--- src/design/hrhp_pkg.sv ---
// Package with the word types, codes and character classes of the request head parser.
`default_nettype none
package hrhp_pkg;

    // Input word: one byte of the request head or an end-of-stream mark.
    typedef struct packed {
        logic [7:0] data_byte_in;
        logic       end_of_stream;
    } req_word_t;

    // Result word produced for every input word.
    typedef struct packed {
        logic [1:0] status;
        logic [2:0] byte_kind;
        logic [7:0] data_byte_out;
        logic       header_start;
        logic [2:0] method_code;
        logic       method_valid;
        logic [1:0] target_form;
    } res_word_t;

    // Parser states.
    typedef enum logic [4:0] {
        ST_METHOD     = 5'd0,
        ST_TGT_START  = 5'd1,
        ST_AST_SKIP   = 5'd2,
        ST_PATH       = 5'd3,
        ST_PATH_PCT1  = 5'd4,
        ST_PATH_PCT2  = 5'd5,
        ST_QUERY      = 5'd6,
        ST_QUERY_PCT1 = 5'd7,
        ST_QUERY_PCT2 = 5'd8,
        ST_SCHEME     = 5'd9,
        ST_SLASH1     = 5'd10,
        ST_SLASH2     = 5'd11,
        ST_AUTH       = 5'd12,
        ST_LINE_END   = 5'd13,
        ST_HDR_START  = 5'd14,
        ST_HDR_CR     = 5'd15,
        ST_HDR_NAME   = 5'd16,
        ST_HDR_OWS    = 5'd17,
        ST_HDR_VALUE  = 5'd18,
        ST_HDR_SKIP   = 5'd19
    } state_t;

    // Parser context that has a fixed width.
    typedef struct packed {
        state_t     st;
        logic [3:0] nib;
        logic [2:0] meth;
        logic [1:0] form;
        logic       saw;
    } ctx_t;

    // Status codes.
    localparam logic [1:0] STATUS_BUSY = 2'd0;
    localparam logic [1:0] STATUS_OK   = 2'd1;
    localparam logic [1:0] STATUS_FAIL = 2'd2;

    // Byte kinds.
    localparam logic [2:0] KIND_NONE   = 3'd0;
    localparam logic [2:0] KIND_PATH   = 3'd1;
    localparam logic [2:0] KIND_QUERY  = 3'd2;
    localparam logic [2:0] KIND_SCHEME = 3'd3;
    localparam logic [2:0] KIND_AUTH   = 3'd4;
    localparam logic [2:0] KIND_HNAME  = 3'd5;
    localparam logic [2:0] KIND_HVALUE = 3'd6;

    // Target forms.
    localparam logic [1:0] FORM_NONE     = 2'd0;
    localparam logic [1:0] FORM_ASTERISK = 2'd1;
    localparam logic [1:0] FORM_ORIGIN   = 2'd2;
    localparam logic [1:0] FORM_ABSOLUTE = 2'd3;

    // Characters with a role in the grammar.
    localparam logic [7:0] CH_SPACE   = 8'h20;
    localparam logic [7:0] CH_TAB     = 8'h09;
    localparam logic [7:0] CH_LF      = 8'h0A;
    localparam logic [7:0] CH_CR      = 8'h0D;
    localparam logic [7:0] CH_STAR    = 8'h2A;
    localparam logic [7:0] CH_SLASH   = 8'h2F;
    localparam logic [7:0] CH_COLON   = 8'h3A;
    localparam logic [7:0] CH_QUEST   = 8'h3F;
    localparam logic [7:0] CH_PERCENT = 8'h25;

    // Method names, left aligned in seven bytes, and their lengths.
    localparam int         VERB_BYTES = 7;
    localparam logic [55:0] VERB_TEXT [8] = '{
        {"GET", 32'h0}, {"HEAD", 24'h0}, {"POST", 24'h0}, {"PUT", 32'h0},
        {"DELETE", 8'h0}, "CONNECT", "OPTIONS", {"TRACE", 16'h0}
    };
    localparam logic [4:0] VERB_LEN [8] = '{
        5'd3, 5'd4, 5'd4, 5'd3, 5'd6, 5'd7, 5'd7, 5'd5
    };

    function automatic logic is_alnum(input logic [7:0] c);
        return (c >= 8'h30 && c <= 8'h39) || (c >= 8'h41 && c <= 8'h5A) ||
               (c >= 8'h61 && c <= 8'h7A);
    endfunction

    function automatic logic is_graph(input logic [7:0] c);
        return c >= 8'h21 && c <= 8'h7E;
    endfunction

    function automatic logic is_blank(input logic [7:0] c);
        return c == CH_SPACE || c == CH_TAB;
    endfunction

    // Token characters: letters, digits and ! # $ % & ' * + - . ^ _ ` | ~
    function automatic logic is_token_char(input logic [7:0] c);
        return is_alnum(c) || c == 8'h21 || c == 8'h23 || c == 8'h24 ||
               c == 8'h25 || c == 8'h26 || c == 8'h27 || c == 8'h2A ||
               c == 8'h2B || c == 8'h2D || c == 8'h2E || c == 8'h5E ||
               c == 8'h5F || c == 8'h60 || c == 8'h7C || c == 8'h7E;
    endfunction

    // Path characters that stand for themselves: letters, digits, - . _ ~ : @
    // and the sub-delimiters ! $ & ' ( ) * + , ; =
    function automatic logic is_plain_pchar(input logic [7:0] c);
        return is_alnum(c) || c == 8'h2D || c == 8'h2E || c == 8'h5F ||
               c == 8'h7E || c == 8'h3A || c == 8'h40 || c == 8'h21 ||
               c == 8'h24 || c == 8'h26 || c == 8'h27 || c == 8'h28 ||
               c == 8'h29 || c == 8'h2A || c == 8'h2B || c == 8'h2C ||
               c == 8'h3B || c == 8'h3D;
    endfunction

    // Hex digit value; bit 4 set means the byte is not a hex digit.
    function automatic logic [4:0] hex_val(input logic [7:0] c);
        logic [7:0] d;
        d = 8'h0;
        if (c >= 8'h30 && c <= 8'h39) begin
            d = c - 8'h30;
        end else if (c >= 8'h41 && c <= 8'h46) begin
            d = c - 8'h37;
        end else if (c >= 8'h61 && c <= 8'h66) begin
            d = c - 8'h57;
        end else begin
            d = 8'h10;
        end
        return d[4:0];
    endfunction

endpackage
`default_nettype wire

--- src/design/hrhp_step.sv ---
// Next-state and result logic of the request head parser for one byte.
`default_nettype none
module hrhp_step #(
    parameter int MAX_LEN = 7,
    parameter int LW      = 3
) (
    input  hrhp_pkg::req_word_t      word,
    input  hrhp_pkg::ctx_t           ctx,
    input  logic [LW-1:0]            len,
    input  logic [MAX_LEN*8-1:0]     mbuf,
    output hrhp_pkg::ctx_t           ctx_next,
    output logic [LW-1:0]            len_next,
    output logic                     buf_wr,
    output hrhp_pkg::res_word_t      res
);

    logic [7:0]     b;
    logic [7:0]     lc;
    logic [4:0]     hv;
    logic           scheme_go;
    logic           meth_hit;
    logic [2:0]     meth_code;
    logic [1:0]     status;
    logic [2:0]     kind;
    logic [7:0]     dout;
    logic           hs;
    hrhp_pkg::ctx_t nx;
    logic [LW-1:0]  len_nx;

    assign b  = word.data_byte_in;
    assign lc = (b >= 8'h41 && b <= 8'h5A) ? b + 8'h20 : b;
    assign hv = hrhp_pkg::hex_val(b);

    // Method token match against the eight names; the lowest code wins.
    always_comb
    begin
        logic same;
        meth_hit  = 1'b0;
        meth_code = 3'd0;
        for (int m = 7; m >= 0; m--) begin
            same = ({{(32-LW){1'b0}}, len} == {27'd0, hrhp_pkg::VERB_LEN[m]});
            for (int i = 0; i < hrhp_pkg::VERB_BYTES; i++) begin
                if (i < int'(hrhp_pkg::VERB_LEN[m]) &&
                    mbuf[i*8 +: 8] != hrhp_pkg::VERB_TEXT[m][(6-i)*8 +: 8]) begin
                    same = 1'b0;
                end
            end
            if (same) begin
                meth_hit  = 1'b1;
                meth_code = 3'(m);
            end
        end
    end

    // Parser transition for one byte.
    always_comb
    begin
        nx        = ctx;
        len_nx    = len;
        buf_wr    = 1'b0;
        status    = hrhp_pkg::STATUS_BUSY;
        kind      = hrhp_pkg::KIND_NONE;
        dout      = 8'h00;
        hs        = 1'b0;
        scheme_go = 1'b0;
        if (word.end_of_stream) begin
            status = hrhp_pkg::STATUS_FAIL;
        end else begin
            unique case (ctx.st)
                hrhp_pkg::ST_METHOD:
                begin
                    if (hrhp_pkg::is_token_char(b)) begin
                        if (len >= LW'(MAX_LEN)) begin
                            status = hrhp_pkg::STATUS_FAIL;
                        end else begin
                            buf_wr = 1'b1;
                            len_nx = len + LW'(1);
                        end
                    end else if (b == hrhp_pkg::CH_SPACE && len != '0 && meth_hit) begin
                        nx.meth = meth_code;
                        nx.st   = hrhp_pkg::ST_TGT_START;
                    end else begin
                        status = hrhp_pkg::STATUS_FAIL;
                    end
                end
                hrhp_pkg::ST_TGT_START:
                begin
                    if (b == hrhp_pkg::CH_STAR) begin
                        nx.form = hrhp_pkg::FORM_ASTERISK;
                        nx.st   = hrhp_pkg::ST_AST_SKIP;
                    end else if (b == hrhp_pkg::CH_SLASH) begin
                        nx.form = hrhp_pkg::FORM_ORIGIN;
                        kind    = hrhp_pkg::KIND_PATH;
                        dout    = b;
                        nx.st   = hrhp_pkg::ST_PATH;
                    end else begin
                        nx.form   = hrhp_pkg::FORM_ABSOLUTE;
                        nx.st     = hrhp_pkg::ST_SCHEME;
                        scheme_go = 1'b1;
                    end
                end
                hrhp_pkg::ST_AST_SKIP:
                begin
                    nx.st = hrhp_pkg::ST_LINE_END;
                end
                hrhp_pkg::ST_SCHEME:
                begin
                    scheme_go = 1'b1;
                end
                hrhp_pkg::ST_SLASH1, hrhp_pkg::ST_SLASH2:
                begin
                    if (b == hrhp_pkg::CH_SLASH) begin
                        nx.st = (ctx.st == hrhp_pkg::ST_SLASH1) ?
                                hrhp_pkg::ST_SLASH2 : hrhp_pkg::ST_AUTH;
                    end else begin
                        status = hrhp_pkg::STATUS_FAIL;
                    end
                end
                hrhp_pkg::ST_AUTH:
                begin
                    if (b == hrhp_pkg::CH_SLASH) begin
                        kind  = hrhp_pkg::KIND_PATH;
                        dout  = b;
                        nx.st = hrhp_pkg::ST_PATH;
                    end else if (hrhp_pkg::is_graph(b)) begin
                        kind = hrhp_pkg::KIND_AUTH;
                        dout = b;
                    end else begin
                        status = hrhp_pkg::STATUS_FAIL;
                    end
                end
                hrhp_pkg::ST_PATH:
                begin
                    if (b == hrhp_pkg::CH_QUEST) begin
                        nx.st = hrhp_pkg::ST_QUERY;
                    end else if (b == hrhp_pkg::CH_SPACE) begin
                        nx.st = hrhp_pkg::ST_LINE_END;
                    end else if (b == hrhp_pkg::CH_SLASH || hrhp_pkg::is_plain_pchar(b)) begin
                        kind = hrhp_pkg::KIND_PATH;
                        dout = b;
                    end else if (b == hrhp_pkg::CH_PERCENT) begin
                        nx.st = hrhp_pkg::ST_PATH_PCT1;
                    end else begin
                        status = hrhp_pkg::STATUS_FAIL;
                    end
                end
                hrhp_pkg::ST_QUERY:
                begin
                    if (b == hrhp_pkg::CH_SPACE) begin
                        nx.st = hrhp_pkg::ST_LINE_END;
                    end else if (b == hrhp_pkg::CH_SLASH || b == hrhp_pkg::CH_QUEST ||
                                 hrhp_pkg::is_plain_pchar(b)) begin
                        kind = hrhp_pkg::KIND_QUERY;
                        dout = b;
                    end else if (b == hrhp_pkg::CH_PERCENT) begin
                        nx.st = hrhp_pkg::ST_QUERY_PCT1;
                    end else begin
                        status = hrhp_pkg::STATUS_FAIL;
                    end
                end
                hrhp_pkg::ST_PATH_PCT1, hrhp_pkg::ST_QUERY_PCT1:
                begin
                    if (hv[4]) begin
                        status = hrhp_pkg::STATUS_FAIL;
                    end else begin
                        nx.nib = hv[3:0];
                        nx.st  = (ctx.st == hrhp_pkg::ST_PATH_PCT1) ?
                                 hrhp_pkg::ST_PATH_PCT2 : hrhp_pkg::ST_QUERY_PCT2;
                    end
                end
                hrhp_pkg::ST_PATH_PCT2, hrhp_pkg::ST_QUERY_PCT2:
                begin
                    if (hv[4]) begin
                        status = hrhp_pkg::STATUS_FAIL;
                    end else begin
                        dout = {ctx.nib, hv[3:0]};
                        if (ctx.st == hrhp_pkg::ST_PATH_PCT2) begin
                            kind  = hrhp_pkg::KIND_PATH;
                            nx.st = hrhp_pkg::ST_PATH;
                        end else begin
                            kind  = hrhp_pkg::KIND_QUERY;
                            nx.st = hrhp_pkg::ST_QUERY;
                        end
                    end
                end
                hrhp_pkg::ST_LINE_END, hrhp_pkg::ST_HDR_SKIP:
                begin
                    if (b == hrhp_pkg::CH_LF) begin
                        nx.st = hrhp_pkg::ST_HDR_START;
                    end
                end
                hrhp_pkg::ST_HDR_START:
                begin
                    if (b == hrhp_pkg::CH_LF) begin
                        status = hrhp_pkg::STATUS_OK;
                    end else if (b == hrhp_pkg::CH_CR) begin
                        nx.st = hrhp_pkg::ST_HDR_CR;
                    end else if (hrhp_pkg::is_token_char(b)) begin
                        kind  = hrhp_pkg::KIND_HNAME;
                        dout  = b;
                        hs    = 1'b1;
                        nx.st = hrhp_pkg::ST_HDR_NAME;
                    end else begin
                        status = hrhp_pkg::STATUS_FAIL;
                    end
                end
                hrhp_pkg::ST_HDR_CR:
                begin
                    status = (b == hrhp_pkg::CH_LF) ? hrhp_pkg::STATUS_OK :
                                                      hrhp_pkg::STATUS_FAIL;
                end
                hrhp_pkg::ST_HDR_NAME:
                begin
                    if (hrhp_pkg::is_token_char(b)) begin
                        kind = hrhp_pkg::KIND_HNAME;
                        dout = b;
                    end else if (b == hrhp_pkg::CH_COLON) begin
                        nx.st = hrhp_pkg::ST_HDR_OWS;
                    end else begin
                        status = hrhp_pkg::STATUS_FAIL;
                    end
                end
                hrhp_pkg::ST_HDR_OWS:
                begin
                    if (hrhp_pkg::is_blank(b)) begin
                        nx.st = ctx.st;
                    end else if (hrhp_pkg::is_graph(b)) begin
                        kind  = hrhp_pkg::KIND_HVALUE;
                        dout  = b;
                        nx.st = hrhp_pkg::ST_HDR_VALUE;
                    end else begin
                        nx.st = (b == hrhp_pkg::CH_LF) ? hrhp_pkg::ST_HDR_START :
                                                         hrhp_pkg::ST_HDR_SKIP;
                    end
                end
                hrhp_pkg::ST_HDR_VALUE:
                begin
                    if (hrhp_pkg::is_graph(b) || hrhp_pkg::is_blank(b)) begin
                        kind = hrhp_pkg::KIND_HVALUE;
                        dout = b;
                    end else begin
                        nx.st = (b == hrhp_pkg::CH_LF) ? hrhp_pkg::ST_HDR_START :
                                                         hrhp_pkg::ST_HDR_SKIP;
                    end
                end
                default:
                begin
                    status = hrhp_pkg::STATUS_FAIL;
                end
            endcase

            // Scheme bytes, lower-cased; a colon closes a non-empty scheme.
            if (scheme_go) begin
                if (b == hrhp_pkg::CH_COLON) begin
                    if (ctx.saw) begin
                        nx.st = hrhp_pkg::ST_SLASH1;
                    end else begin
                        status = hrhp_pkg::STATUS_FAIL;
                    end
                end else if (hrhp_pkg::is_alnum(lc) || lc == 8'h2B || lc == 8'h2D ||
                             lc == 8'h2E) begin
                    nx.saw = 1'b1;
                    kind   = hrhp_pkg::KIND_SCHEME;
                    dout   = lc;
                end else begin
                    status = hrhp_pkg::STATUS_FAIL;
                end
            end
        end

        // A failure carries no byte.
        if (status == hrhp_pkg::STATUS_FAIL) begin
            kind = hrhp_pkg::KIND_NONE;
            dout = 8'h00;
            hs   = 1'b0;
        end
    end

    // Result word, then return to a fresh request after a final status.
    always_comb
    begin
        res.status        = status;
        res.byte_kind     = kind;
        res.data_byte_out = dout;
        res.header_start  = hs;
        res.method_code   = nx.meth;
        res.method_valid  = (nx.st != hrhp_pkg::ST_METHOD);
        res.target_form   = nx.form;
        if (status != hrhp_pkg::STATUS_BUSY) begin
            ctx_next.st   = hrhp_pkg::ST_METHOD;
            ctx_next.nib  = 4'h0;
            ctx_next.meth = 3'd0;
            ctx_next.form = hrhp_pkg::FORM_NONE;
            ctx_next.saw  = 1'b0;
            len_next      = '0;
        end else begin
            ctx_next = nx;
            len_next = len_nx;
        end
    end

endmodule
`default_nettype wire

--- src/design/http_request_head_parser.sv ---
// Top level of the request head parser: context registers and a two-word result buffer.
//
//  Channel | Direction | Handshake             | Word
//  --------+-----------+-----------------------+----------------------
//  req     | in        | req_valid / req_stall | hrhp_pkg::req_word_t
//  res     | out       | res_valid / res_stall | hrhp_pkg::res_word_t
//
// Each word is parsed in the cycle it is accepted; its result goes to the result
// register, or to the skid register while that one holds a stalled result. One word per
// cycle is sustained while res_stall is low. The parser context update is a single state
// transition with character class checks. Reset puts the parser at the start of a
// request with no result pending. A stalled result parks in a second result register;
// req_stall rises only while both result registers are full.
`default_nettype none
module http_request_head_parser #(
    parameter int METHOD_MAX_LEN = 7
) (
    input  logic                clk,
    input  logic                rst_n,
    input  logic                req_valid,
    output logic                req_stall,
    input  hrhp_pkg::req_word_t req_word,
    output logic                res_valid,
    input  logic                res_stall,
    output hrhp_pkg::res_word_t res_word
);

    localparam int LW = $clog2(METHOD_MAX_LEN + 1);
    localparam int IW = $clog2(METHOD_MAX_LEN);

    hrhp_pkg::ctx_t            ctx_reg;
    hrhp_pkg::ctx_t            ctx_next;
    logic [LW-1:0]             len_reg;
    logic [LW-1:0]             len_next;
    logic [METHOD_MAX_LEN*8-1:0] mbuf_reg;
    logic                      buf_wr;
    hrhp_pkg::res_word_t       step_res;
    hrhp_pkg::res_word_t       out_reg;
    hrhp_pkg::res_word_t       skid_reg;
    logic                      out_valid_reg;
    logic                      skid_valid_reg;
    logic                      accept;
    logic                      taken;

    assign req_stall = skid_valid_reg;
    assign accept    = req_valid && !skid_valid_reg;
    assign taken     = out_valid_reg && !res_stall;
    assign res_valid = out_valid_reg;
    assign res_word  = out_reg;

    hrhp_step #(
        .MAX_LEN (METHOD_MAX_LEN),
        .LW      (LW)
    ) u_step (
        .word     (req_word),
        .ctx      (ctx_reg),
        .len      (len_reg),
        .mbuf     (mbuf_reg),
        .ctx_next (ctx_next),
        .len_next (len_next),
        .buf_wr   (buf_wr),
        .res      (step_res)
    );

    // Parser context.
    always_ff @(posedge clk or negedge rst_n)
    begin
        if (!rst_n) begin
            ctx_reg.st   <= hrhp_pkg::ST_METHOD;
            ctx_reg.nib  <= 4'h0;
            ctx_reg.meth <= 3'd0;
            ctx_reg.form <= hrhp_pkg::FORM_NONE;
            ctx_reg.saw  <= 1'b0;
            len_reg      <= '0;
        end else if (accept) begin
            ctx_reg <= ctx_next;
            len_reg <= len_next;
        end
    end

    // Method token bytes; only bytes below the token length are ever compared.
    always_ff @(posedge clk)
    begin
        if (accept && buf_wr) begin
            mbuf_reg[len_reg[IW-1:0]*8 +: 8] <= req_word.data_byte_in;
        end
    end

    // Result register with a skid register behind it.
    always_ff @(posedge clk or negedge rst_n)
    begin
        if (!rst_n) begin
            out_valid_reg  <= 1'b0;
            skid_valid_reg <= 1'b0;
        end else begin
            if (taken) begin
                if (skid_valid_reg) begin
                    skid_valid_reg <= 1'b0;
                end else begin
                    out_valid_reg <= accept;
                end
            end else if (accept) begin
                if (out_valid_reg) begin
                    skid_valid_reg <= 1'b1;
                end else begin
                    out_valid_reg <= 1'b1;
                end
            end
        end
    end

    // Result payloads.
    always_ff @(posedge clk)
    begin
        if (taken) begin
            out_reg <= skid_valid_reg ? skid_reg : step_res;
        end else if (accept) begin
            if (out_valid_reg) begin
                skid_reg <= step_res;
            end else begin
                out_reg <= step_res;
            end
        end
    end

endmodule
`default_nettype wire

--- config.mk ---
export PLATFORM = sky130hd
export DESIGN_NAME = http_request_head_parser
export DESIGN_NICKNAME = d
export VERILOG_FILES = /design/src/design/hrhp_pkg.sv /design/src/design/hrhp_step.sv /design/src/design/http_request_head_parser.sv
export SDC_FILE = /design/constraint.sdc
export NUM_CORES = 1
export LEC_CHECK = 0
export ABC_AREA = 1
export BUFFER_PORTS_ARGS = -buffer_cell sky130_fd_sc_hd__buf_2
export CORE_MARGIN = 4
export CORE_UTILIZATION = 47
export CTS_BUF_LIST = sky130_fd_sc_hd__clkbuf_4 sky130_fd_sc_hd__clkbuf_8 sky130_fd_sc_hd__clkbuf_16
export DETAILED_ROUTE_END_ITERATION = 10
export PLACE_DENSITY = 0.65
export RECOVER_POWER = 100
export SYNTH_ARGS = -nofsm -noshare
export SYNTH_HDL_FRONTEND = slang
export SYNTH_SLANG_ARGS = --single-unit
export TNS_END_PERCENT = 5
--- constraint.sdc ---
create_clock -name clk -period 3.35 [get_ports clk]
set_input_delay 0.335 -clock clk [delete_from_list [all_inputs] [get_ports clk]]
set_output_delay 0.335 -clock clk [all_outputs]
set_load 0.01 [all_outputs]
==> flow_summary.toml <==
[global_route]
grt_antenna_before_repair = 0
grt_util_met2_pct = 37.3
grt_pass1_vias = 7297
grtUsageMet3_pct = 5.10
overflow = 0
track_usage_pct = 25.5
use_met1_pct = 38.6
maximum_number_of_pins_on_one_net_before_global_route_repair = 28
grt_first_pass_wirelength_mm = 39.2
global_route.peak_usage_layer = "met1"

[placement]
gp_routability_congestion = 1.03
port-buffer-count = 34
dp_hpwl_mm = 19.0
placement.cell_area_um2 = 8510
dp_slack_ps = 179

[yosys]
syn_area_um2 = 8070
synth_cells = 1121
number_of_flops_mapped_to_enable_cells_by_yosys = 96
synth_seq_cells = 116
synth.lib_cells_used.distinct = 51
yosysSeqAreaShare_pct = 41.9
top_cells_by_instance_count_after_synthesis = "279 x sky130_fd_sc_hd__nand2_1, 190 x sky130_fd_sc_hd__nor2_1, 126 x sky130_fd_sc_hd__inv_1"
ys_async_sr_fraction_pct = 17.2
top_reg_cell_synth = "sky130_fd_sc_hd__edfxtp_1"
synth.largest_area_cell = "sky130_fd_sc_hd__edfxtp_1"
mappedNetlistNets = 1149
synth.most_common_cell = "sky130_fd_sc_hd__nand2_1"
synth.yosys.warnings = 0
synthesis.area_per_instance_um2 = 7.20
ys_top_cells_by_area = "sky130_fd_sc_hd__edfxtp_1 36%, sky130_fd_sc_hd__nand2_1 13%, sky130_fd_sc_hd__nor2_1 8.8%"
netlist.area_leader.share_pct = 35.7

[worst_setup_path]
crit_chain = "inv_1, nand2_1, nor2_1, clkbuf_1, nand2_1, nand2_1, nor2_1, nand3_1, o21ai_0, nor2_1, nand2_1, nor2_1, nand2_1, nor2_4, nand2_4, nor2_8, inv_1, o21ai_0"
max_stage_delay_cell_worst_path = "sky130_fd_sc_hd__dfrtp_1"
timing.critical_path.arrival_ps = 3310
cp_common_cell = "sky130_fd_sc_hd__nand2_1"
path_class = "reg -> reg"
largest_fanout_of_any_net_on_the_critical_path = 9
critical_path_required_ps = 3680
cp-start-kind = "flop"
end_kind = "flop"
cp_slowest_stage_delay_ps = 510

[timing]
min_period_over_period_pct = 89.0
hold_slack_ps = 211
finClkSkew_ps = 9.33
fmax_ghz = 0.335
setup-violations-final = 0
finalSetupTns_ps = 0
hold_violations = 0
final_max_slew_viols = 21
timing.final.ws_setup_ps = 368
layout_min_cycle_time_ps = 2980
tightest_pin_transition_ps = 1670
grt_setup_unrepaired = "false"
max_slew_margin_pct = -12.2

[clock_network]
cts-buffers-inserted = 17
clk_transition_reported_paths_ps = 50
clock_tree.root_cell = "sky130_fd_sc_hd__clkbuf_16"
tritoncts = "built"
cts_resized = 0
clockBufferDepth = 2
clock_sinks = 116
ctsHtreeMaxLevel = 4
clock_latency_on_the_worst_skew_pair_ps = 420

[layout]
largest_register_ffs = 56
syn_to_final_growth_pct = 12.6
nNetsFinal = 1194
final_layout_size_suffix_gt1_share_pct = 8.31
layout.cell_area.non_filler_um2 = 9090
insertedDiodeCount = 0

[routing]
drt-wirelength-per-cell_um = 17.8
first_iter_violations = 1056
drc = 0
firstDrtPassIters = 5
via_total_after_detailed_routing = 8005
wirelength_mm = 24.9
antenna_violating_nets_post_route = 0
detail_route.vias_per_cell = 5.72

[flow_run]
cap_violations = 1

[power_and_ir_drop]
pwr_density_cell_nw_per_um2 = 633
power.static_leakage_nw = 4.07
ir_drop_uv = 520

[die]
die-height_um = 139
initial_core_util_pct = 48.3
num_io_pins = 35
fp.dieW_um = 139
rows = 47
die_outline_area_um2 = 19300
core_area_um2 = 16700

[min_path]
hp-class = "in -> reg"

[outcome]
failed_checks = "max-capacitance violations, max-slew violations"
run_status = "finished, violations left"
-- worst max-delay path: cells and delay by family (launching register included) --
kind,cells,cell delay [ps]
compound gates,2,320
buf+inv,3,550
flops,1,510
simple gates,13,1500
-- metal layers --
| layer | part of all wire (%) | up-vias |
|---|---|---|
| met2 | 43 | 443 |
| li1 | - | 3842 |
| met5 | 0 | - |
| met1 | 46 | 3681 |
| met4 | 1.7 | 0 |
| met3 | 9.4 | 39 |
-- cell usage in the layout, fill, tap and decap left out, types with 5 or more instances in the layout --
cell	n
sky130_fd_sc_hd__nor2_4	5
sky130_fd_sc_hd__inv_2	6
sky130_fd_sc_hd__clkinv_1	5
sky130_fd_sc_hd__a21oi_1	36
sky130_fd_sc_hd__inv_1	128
sky130_fd_sc_hd__edfxtp_1	96
sky130_fd_sc_hd__inv_6	8
sky130_fd_sc_hd__ha_1	15
sky130_fd_sc_hd__nor2_2	5
sky130_fd_sc_hd__buf_2	10
sky130_fd_sc_hd__nor3_1	42
sky130_fd_sc_hd__nand2_2	6
sky130_fd_sc_hd__nand3_1	92
sky130_fd_sc_hd__nor2_1	192
sky130_fd_sc_hd__clkbuf_1	28
sky130_fd_sc_hd__nand4_1	49
sky130_fd_sc_hd__nand3b_1	5
sky130_fd_sc_hd__nor4_1	20
sky130_fd_sc_hd__clkbuf_16	17
sky130_fd_sc_hd__buf_4	17
sky130_fd_sc_hd__o21ai_0	46
sky130_fd_sc_hd__dfrtp_1	20
sky130_fd_sc_hd__nand2_1	280
-- repair_timing --
| item | CTS | global route |
|---|---|---|
| hold endpoints to repair | 20 | 0 |
| setup buffers | 0 | 0 |
| hold buffers | 1 | 0 |
-- path summary, 6_finish.rpt --
path / slack (ps) / endpoint / depth (start not counted) / start
max: 370 / ctx_reg[14]$_DFFE_PN0P_ / 18 / ctx_reg[11]$_DFFE_PN0P_
min: 210 / res_valid$_DFFE_PN0P_ / 3 / res_stall
max reg2reg: 370 / ctx_reg[14]$_DFFE_PN0P_ / 18 / ctx_reg[11]$_DFFE_PN0P_
min reg2reg: 490 / ctx_reg[6]$_DFFE_PN0P_ / 2 / ctx_reg[6]$_DFFE_PN0P_
min in group asynchronous: 650 / ctx_reg[1]$_DFFE_PN0P_ / 2 / rst_n
max in group asynchronous: 2030 / res_valid$_DFFE_PN0P_ / 2 / rst_n
-- logic make-up (layout without fill, tap and decap cells) --
group / count (synthesis) / count (layout) / synth area share, %
compound gates: 105 / 105 / 7.24
xor+xnor: 2 / 2 / 0.217
fa+ha+maj: 15 / 15 / 2.32
buf+inv: 176 / 234 / 9.16
flops: 116 / 116 / 41.9
mux: 1 / 1 / 0.139
simple gates: 706 / 706 / 39.0
-- metrics by stage --
step | std cells | util (%) | power, mW
after floorplan | 1121 | - | 3.21
after global routing | 1399 | 54.4 | 6.05
after global placement | 1366 | 51.0 | 3.80
final | 1399 | 54.4 | 5.76
after detailed placement | 1366 | 51.0 | 3.80
after CTS | 1399 | 54.9 | 5.79
-- final cells by class --
class / count / area [um2]
flip-flops and latches: 116 / 3380
repair buffers: 60 / 313
clock buffers: 17 / 425
inverters: 142 / 543
well taps: 220 / 275
fillers: 1645 / 7610
clock inverters: 15 / 215
multi-input cells: 829 / 3930
-- where the power goes --
part	leakage (nW)	internal, mW	total, mW	switching (mW)
clock network	0.316	1.27	1.99	0.719
logic	2.51	0.476	1.86	1.38
registers	1.25	1.81	1.91	0.100
Power figures use the tool's default switching activity.
